### src/rtl/core/sms_user_data_unpacker_unit_defines.svh
// assertion macros for the unpacker rtl
`ifndef SMS_USER_DATA_UNPACKER_UNIT_DEFINES_SVH
`define SMS_USER_DATA_UNPACKER_UNIT_DEFINES_SVH

`ifndef NO_ASSERTIONS
// checked property, masked while reset is high
`define SDU_ASSERT(lbl, clk, rst, prop) \
   lbl: assert property (@(posedge clk) disable iff (rst) prop) \
      else $error("sdu assertion failed");
// checked property, also checked during reset
`define SDU_ASSERT_ALWAYS(lbl, clk, prop) \
   lbl: assert property (@(posedge clk) prop) \
      else $error("sdu assertion failed");
`else
`define SDU_ASSERT(lbl, clk, rst, prop)
`define SDU_ASSERT_ALWAYS(lbl, clk, prop)
`endif

`endif

### src/rtl/core/sdu_pkg.sv
package sdu_pkg;

   localparam int unsigned PADDR_W = 3;
   localparam logic [0:0] REG_MODE_IDX = 1'b0;

   typedef enum logic [1:0] {
      MODE_GSM7  = 2'd0,
      MODE_OCTET = 2'd1,
      MODE_UCS2  = 2'd2,
      MODE_RSVD  = 2'd3
   } mode_type;

   localparam logic [6:0]  ESC_SEPTET = 7'h1B;
   localparam logic [2:0]  LAST_PHASE = 3'd6;
   localparam logic [15:0] LINE_FEED  = 16'h000A;
   localparam logic [15:0] SPACE_CODE = 16'h0020;

   typedef struct packed {
      logic [15:0] code_point;
      logic        is_escape;
      logic        last_of_run;
   } result_type;

   typedef struct packed {
      logic       issue;
      logic       valid0;
      logic       valid1;
      result_type res0;
      result_type res1;
   } issue_type;

   function automatic logic [15:0] gsm_map(input logic [6:0] s);
      logic [15:0] cp;
      case (s)
         7'h00: cp = 16'h0040;  7'h01: cp = 16'h00a3;  7'h02: cp = 16'h0024;
         7'h03: cp = 16'h00a5;  7'h04: cp = 16'h00e8;  7'h05: cp = 16'h00e9;
         7'h06: cp = 16'h00f9;  7'h07: cp = 16'h00ec;  7'h08: cp = 16'h00f2;
         7'h09: cp = 16'h00c7;  7'h0a: cp = 16'h000a;  7'h0b: cp = 16'h00d8;
         7'h0c: cp = 16'h00f8;  7'h0d: cp = 16'h000d;  7'h0e: cp = 16'h00c5;
         7'h0f: cp = 16'h00e5;  7'h10: cp = 16'h0394;  7'h11: cp = 16'h005f;
         7'h12: cp = 16'h03a6;  7'h13: cp = 16'h0393;  7'h14: cp = 16'h039b;
         7'h15: cp = 16'h03a9;  7'h16: cp = 16'h03a0;  7'h17: cp = 16'h03a8;
         7'h18: cp = 16'h03a3;  7'h19: cp = 16'h0398;  7'h1a: cp = 16'h039e;
         7'h1b: cp = 16'h0000;  7'h1c: cp = 16'h00c6;  7'h1d: cp = 16'h00e6;
         7'h1e: cp = 16'h00df;  7'h1f: cp = 16'h00c9;  7'h20: cp = 16'h0020;
         7'h21: cp = 16'h0021;  7'h22: cp = 16'h0022;  7'h23: cp = 16'h0023;
         7'h24: cp = 16'h00a4;  7'h25: cp = 16'h0025;  7'h26: cp = 16'h0026;
         7'h27: cp = 16'h0027;  7'h28: cp = 16'h0028;  7'h29: cp = 16'h0029;
         7'h2a: cp = 16'h002a;  7'h2b: cp = 16'h002b;  7'h2c: cp = 16'h002c;
         7'h2d: cp = 16'h002d;  7'h2e: cp = 16'h002e;  7'h2f: cp = 16'h002f;
         7'h30: cp = 16'h0030;  7'h31: cp = 16'h0031;  7'h32: cp = 16'h0032;
         7'h33: cp = 16'h0033;  7'h34: cp = 16'h0034;  7'h35: cp = 16'h0035;
         7'h36: cp = 16'h0036;  7'h37: cp = 16'h0037;  7'h38: cp = 16'h0038;
         7'h39: cp = 16'h0039;  7'h3a: cp = 16'h003a;  7'h3b: cp = 16'h003b;
         7'h3c: cp = 16'h003c;  7'h3d: cp = 16'h003d;  7'h3e: cp = 16'h003e;
         7'h3f: cp = 16'h003f;  7'h40: cp = 16'h00a1;  7'h41: cp = 16'h0041;
         7'h42: cp = 16'h0042;  7'h43: cp = 16'h0043;  7'h44: cp = 16'h0044;
         7'h45: cp = 16'h0045;  7'h46: cp = 16'h0046;  7'h47: cp = 16'h0047;
         7'h48: cp = 16'h0048;  7'h49: cp = 16'h0049;  7'h4a: cp = 16'h004a;
         7'h4b: cp = 16'h004b;  7'h4c: cp = 16'h004c;  7'h4d: cp = 16'h004d;
         7'h4e: cp = 16'h004e;  7'h4f: cp = 16'h004f;  7'h50: cp = 16'h0050;
         7'h51: cp = 16'h0051;  7'h52: cp = 16'h0052;  7'h53: cp = 16'h0053;
         7'h54: cp = 16'h0054;  7'h55: cp = 16'h0055;  7'h56: cp = 16'h0056;
         7'h57: cp = 16'h0057;  7'h58: cp = 16'h0058;  7'h59: cp = 16'h0059;
         7'h5a: cp = 16'h005a;  7'h5b: cp = 16'h00c4;  7'h5c: cp = 16'h00d6;
         7'h5d: cp = 16'h00d1;  7'h5e: cp = 16'h00dc;  7'h5f: cp = 16'h00a7;
         7'h60: cp = 16'h00bf;  7'h61: cp = 16'h0061;  7'h62: cp = 16'h0062;
         7'h63: cp = 16'h0063;  7'h64: cp = 16'h0064;  7'h65: cp = 16'h0065;
         7'h66: cp = 16'h0066;  7'h67: cp = 16'h0067;  7'h68: cp = 16'h0068;
         7'h69: cp = 16'h0069;  7'h6a: cp = 16'h006a;  7'h6b: cp = 16'h006b;
         7'h6c: cp = 16'h006c;  7'h6d: cp = 16'h006d;  7'h6e: cp = 16'h006e;
         7'h6f: cp = 16'h006f;  7'h70: cp = 16'h0070;  7'h71: cp = 16'h0071;
         7'h72: cp = 16'h0072;  7'h73: cp = 16'h0073;  7'h74: cp = 16'h0074;
         7'h75: cp = 16'h0075;  7'h76: cp = 16'h0076;  7'h77: cp = 16'h0077;
         7'h78: cp = 16'h0078;  7'h79: cp = 16'h0079;  7'h7a: cp = 16'h007a;
         7'h7b: cp = 16'h00e4;  7'h7c: cp = 16'h00f6;  7'h7d: cp = 16'h00f1;
         7'h7e: cp = 16'h00fc;  7'h7f: cp = 16'h00e0;
         default: cp = 16'h0000;
      endcase
      return cp;
   endfunction

   function automatic result_type septet_result(input logic [6:0] s, input logic eighth,
                                                input logic last);
      result_type r;
      logic [15:0] cp;
      cp = gsm_map(s);
      r.last_of_run = last;
      if (s == ESC_SEPTET) begin
         r.code_point = 16'h0000;
         r.is_escape  = 1'b1;
      end else begin
         // line feed in the septet taken from the carry reads as padding
         r.code_point = (eighth && cp == LINE_FEED) ? SPACE_CODE : cp;
         r.is_escape  = 1'b0;
      end
      return r;
   endfunction

endpackage

### src/rtl/core/sdu_rsp_buf.sv
`include "sms_user_data_unpacker_unit_defines.svh"

module sdu_rsp_buf import sdu_pkg::*; (
   input  logic        clock,
   input  logic        reset,
   input  issue_type   issue,
   output logic        buf_free,
   output logic        rsp_valid,
   input  logic        rsp_ready,
   output logic [15:0] rsp_code_point,
   output logic        rsp_is_escape,
   output logic        rsp_last_of_run
);

   logic       a_valid_ff, a_valid_in;
   logic       b_valid_ff, b_valid_in;
   result_type a_ff, b_ff, sel;
   logic       pop;

   assign rsp_valid = a_valid_ff || b_valid_ff;
   assign pop       = rsp_valid && rsp_ready;
   // free when empty, or once the last held result leaves in this transfer
   assign buf_free  = (!a_valid_ff && !b_valid_ff) || (pop && !(a_valid_ff && b_valid_ff));

   assign sel             = a_valid_ff ? a_ff : b_ff;
   assign rsp_code_point  = sel.code_point;
   assign rsp_is_escape   = sel.is_escape;
   assign rsp_last_of_run = sel.last_of_run;

   always_comb begin
      a_valid_in = a_valid_ff && !pop;
      b_valid_in = b_valid_ff && !(pop && !a_valid_ff);
      if (issue.issue) begin
         a_valid_in = issue.valid0;
         b_valid_in = issue.valid1;
      end
   end

   always_ff @(posedge clock) begin
      if (reset) begin
         a_valid_ff <= 1'b0;
         b_valid_ff <= 1'b0;
      end else begin
         a_valid_ff <= a_valid_in;
         b_valid_ff <= b_valid_in;
      end
   end

   always_ff @(posedge clock) begin
      if (issue.issue) begin
         a_ff <= issue.res0;
         b_ff <= issue.res1;
      end
   end

   `SDU_ASSERT(a_issue_when_free, clock, reset, issue.issue |-> buf_free)
   `SDU_ASSERT(a_second_is_last, clock, reset, b_valid_ff |-> b_ff.last_of_run)
   `SDU_ASSERT(a_first_has_partner, clock, reset,
      (a_valid_ff && !a_ff.last_of_run) |-> b_valid_ff)
   `SDU_ASSERT_ALWAYS(a_empty_after_reset, clock, reset |=> !rsp_valid)

endmodule

### config.mk
export PLATFORM = sky130hd
export DESIGN_NAME = sdu_rsp_buf
export DESIGN_NICKNAME = d
export VERILOG_FILES = /design/src/rtl/core/sdu_pkg.sv /design/src/rtl/core/sdu_rsp_buf.sv
export VERILOG_INCLUDE_DIRS = /design/src /design/src/rtl/core
export SDC_FILE = /design/constraint.sdc
export NUM_CORES = 1
export LEC_CHECK = 0
export ABC_AREA = 1
export BUFFER_PORTS_ARGS = -buffer_cell sky130_fd_sc_hd__buf_4
export CORE_MARGIN = 2
export CORE_UTILIZATION = 46
export DETAILED_ROUTE_END_ITERATION = 6
export PLACE_DENSITY_LB_ADDON = 0.2
export SYNTH_ARGS = -nofsm -noshare
export SYNTH_HDL_FRONTEND = slang
export SYNTH_SLANG_ARGS = --single-unit
### constraint.sdc
create_clock -name clock -period 0.95 [get_ports clock]
set_input_delay 0.0475 -clock clock [delete_from_list [all_inputs] [get_ports clock]]
set_output_delay 0.0475 -clock clock [all_outputs]
set_load 0.01 [all_outputs]
### After elaboration in Yosys (flattened, before gate mapping)

Cells that the tools add are included.

| word-level totals | value |
|---|---|
| flip-flop bits (word level) | 38 |
| input port bits | 42 |
| output and inout port bits | 20 |
| logic and storage cells | 25 |

| operators by class | value |
|---|---|
| muxes and demuxes | 3 |
| reduce and logical (&&, ||, !) cells | 14 |

Operators with widths:

| operator | number |
|---|---|
| two-way mux 18 bit | 1 |
| logical AND 1 bit | 7 |
| logical NOT 1 bit | 5 |
| logical OR 1 bit | 2 |
| two-way mux 1 bit | 2 |

### Logic depth before layout (Yosys ltp)

| logic depth | value |
|---|---|
| depth in word-level cells | 6 |
| mapped depth | 4 |
| depth with buffers taken out | 3 |

### Worst setup path before layout

No wires, ideal clock.

| path | value |
|---|---|
| path type | register to output |
| start point | register a_valid_ff |
| end point | output port buf_free |
| arrival time | 0.860 ns |
| data required time | 0.902 ns |
| path slack | 0.042 ns |
| stages on the path, launching flop included | 4 |
| path buffers | 1 |
| path through | dfxtp_1 > inv_2 > buf_2 > maj3_2 |

| between the ends | value |
|---|---|
| word-level cells in the longest chain between the ends | 4 |
| elaborated cells between the ends (all ways) | 8 |
| classes of those cells | 8 x reduce/logical |

Ends and longest elaborated chain:

| item | line | source |
|---|---|---|
| start, declared | sdu_rsp_buf.sv:15 | `logic a_valid_ff, a_valid_in;` |
| start signal, assigned | sdu_rsp_buf.sv:44 | `a_valid_ff <= a_valid_in;` |
| logical OR 1 bit / logical AND 1 bit (equally long branches) | sdu_rsp_buf.sv:20, sdu_rsp_buf.sv:23 |  |
| logical AND 1 bit / logical NOT 1 bit (equally long branches) | sdu_rsp_buf.sv:21, sdu_rsp_buf.sv:23 |  |
| logical AND 1 bit | sdu_rsp_buf.sv:23 | `assign buf_free = (!a_valid_ff && !b_valid_ff) \|\| (pop && !(a_valid_ff && b_valid_ff));` |
| logical OR 1 bit (*) | sdu_rsp_buf.sv:23 |  |
| end, declared | sdu_rsp_buf.sv:7 | `output logic buf_free,` |

Every way passes the cells marked *; elsewhere a longest branch is shown, timed or not.

### Final worst setup path

Same ends and word-level chain as after synthesis.

==> impl_metrics.yaml <==
run_status:
  status: "finished with violations"
  violations: "negative setup slack"
sta:
  hold_ws_ps: 20.3
  finalHoldViolations: 0
  skew_ps: 0.389
  slew_headroom_pct: 88.2
  drv_slew: 0
  finalCriticalPeriod_ps: 1230
  rsz0062_at_grt: "yes"
  setup_viol: 20
  tightest_slew_ps: 177
  setup_ws_ps: -276
  timing.final.crit_share_pct: 129
  fmax_mhz: 816
  tns_ps: -4750
setup_path:
  max_stage_delay_ps: 390
  crit_path_start_kind: "register"
  crit_fanout: 5
  cp_slowest_cell: "dfxtp_4"
  required_ps: 900
  rr_startpoint: "a_valid_ff"
  crit_chain: "inv_4 > maj3_2 > buf_6"
  endpoint_kind: "output pin"
  crit_arrival_ps: 1180
  critPathLaunch: "a_valid_ff"
  path_class: "register to output pin"
  r2r_setup_slack_ps: 0
synth:
  ys_types: 10
  synth_seq_cells: 38
  syn_area_per_cell_um2: 12.8
  synth_common_cells: "nand2_1 (56), edfxtp_1 (36), inv_1 (4), o21ai_0 (4), buf_2 (3)"
  yosysWarnings: 0
  synth_area_leaders: "edfxtp_1 (77%), nand2_1 (15%), dfxtp_1 (2.8%), o21ai_0 (1.4%), buf_2 (1.1%)"
  yosys.area.top_type: "edfxtp_1"
  syn_nets: 152
  synthCells: 110
  synthesis.area_mm2: 0.00141
  ys_async_sr_fraction_pct: 0
  yosysSeqAreaShare_pct: 79.5
  netlist.area_leader.share_pct: 76.7
  synthMostInstantiatedCell: "nand2_1"
  ys.flop_type: "edfxtp_1"
  synth_edf_count: 36
global_routing:
  grt.busiest_layer: "met2"
  globalRouteTotalUtil_pct: 21.6
  grtUsageMet2_pct: 40.2
  grt_max_degree: 24
  gr-usage-met1_pct: 21.7
  grt_antenna_before_repair: 0
  grt_overflow: 0
  grtUsageMet3_pct: 6.77
  grt_pass1_vias: 1210
  grt_pass1_wl_um: 5240
cells_and_area:
  drive_gt1_share_pct: 39.9
  fin_area_mm2: 0.00243
  num-fill-cells: 174
  n_antenna_cell: 0
  nets: 260
  syn_to_final_growth_pct: 72.7
  final_cells: 251
route:
  drt-initial-drc-count: 49
  wl_per_cell_um: 13.8
  postRouteAntennaNets: 0
  drc: 0
  viasPerCell: 4.72
  wl_um: 3460
  via_count: 1184
  drtPass1Iterations: 4
floorplanning:
  start_util_pct: 47.4
  rows: 20
  die_y_um: 59.4
  io-pin-count: 62
  die-area_mm2: 0.00352
  fp.dieW_um: 59.4
  core_mm2: 0.00298
clock_network:
  cts_buffers: 5
  cts_tree: "yes"
  clkLatencyLatePin_ps: 320
  cts-root-buf: "clkbuf_4"
  htreeDepth: 2
  clock-sinks: 38
  cts_buffer_depth: 2
  cts_setup_buffers: 0
  path_clk_slew_ps: 90
flow_run:
  drv_cap: 0
power:
  leakagePower_nw: 1.08
  peakVddDrop_mv: 0.971
  power.density_mw_per_mm2: 1430
placement:
  dp_slack_ps: -37.5
  place_hpwl_um: 1960
  place_area_mm2: 0.00195
  io_buffers: 61
  placed_cells: 206
  place_congestion: 0.656
hold_path:
  hold_path.class: "primary input to register"
  hp-start: "issue[36]"
-- per-layer routing --
metal,vias up,part of all wire [%]
met2,43,58
li1,580,-
met4,0,2.3
met1,553,34
met5,-,0
met3,8,5.3
-- state kept, by name, summed over array words and instances, names as in the netlist --
name        flops
a_valid_ff      1
b_valid_ff      1
a_ff           18
b_ff           18
-- final cells by class --
class | count | area, um^2 | share of cell area, %
Tap cell | 33 | 41.3 | 1.70
Sequential cell | 38 | 1120 | 46.2
Timing Repair Buffer | 105 | 923 | 37.9
Multi-Input combinational cell | 63 | 279 | 11.5
Inverter | 5 | 21.3 | 0.874
Clock buffer | 7 | 45.0 | 1.85
-- power by group --
group          switching [mW]  internal [mW]  total (mW)
Sequential             0.0438           1.97        2.02
Clock                   0.469          0.280       0.748
Combinational           0.291          0.423       0.714
-- cells in the final DEF, fill, tap and decap left out, drive strengths merged --
cell,n
buf,68
nand2,56
dlygate4sd3,37
edfxtp,36
clkbuf,7
inv,5
o21ai,4
a21oi,2
dfxtp,2
maj3,1
-- cells by family after synthesis --
group,synth area share [%]
AND/OR/NAND/NOR,14.9
AO/OA/AOI/OAI,2.13
buffers and inverters,2.66
flip-flops,79.5
adder cells (fa/ha/maj),0.799
-- critical path: cells and delay by family (launching register included) --
kind,cells,cell delay (ps)
flip-flops,1,390
adder cells (fa/ha/maj),1,300
buffers and inverters,2,170
-- worst paths after layout --
check,endpoint,cells past startpoint
worst max-delay path,buf_free,3
worst max register to register,a_valid_ff,4
worst min-delay path,b_valid_ff,3
worst min register to register,b_valid_ff,2
-- stage by stage --
step	utilization, %	power, mW
3_5_place_dp	65.4	2.58
3_3_place_gp	65.4	2.55
4_1_cts	81.4	3.47
6_report	81.8	3.48
5_1_grt	81.8	3.63
2_1_floorplan	-	2.22
-- timing repair --
| action | 4_1_cts | 5_1_grt |
|---|---|---|
| gates resized for setup | 19 | 4 |
| hold buffers | 37 | 0 |
| cloned | 1 | 0 |
| endpoints found under the setup margin | 21 | 21 |
| hold endpoints to repair | 38 | 0 |
| pin swaps | 5 | 2 |
Note: power is estimated with default switching activity, not from simulation.
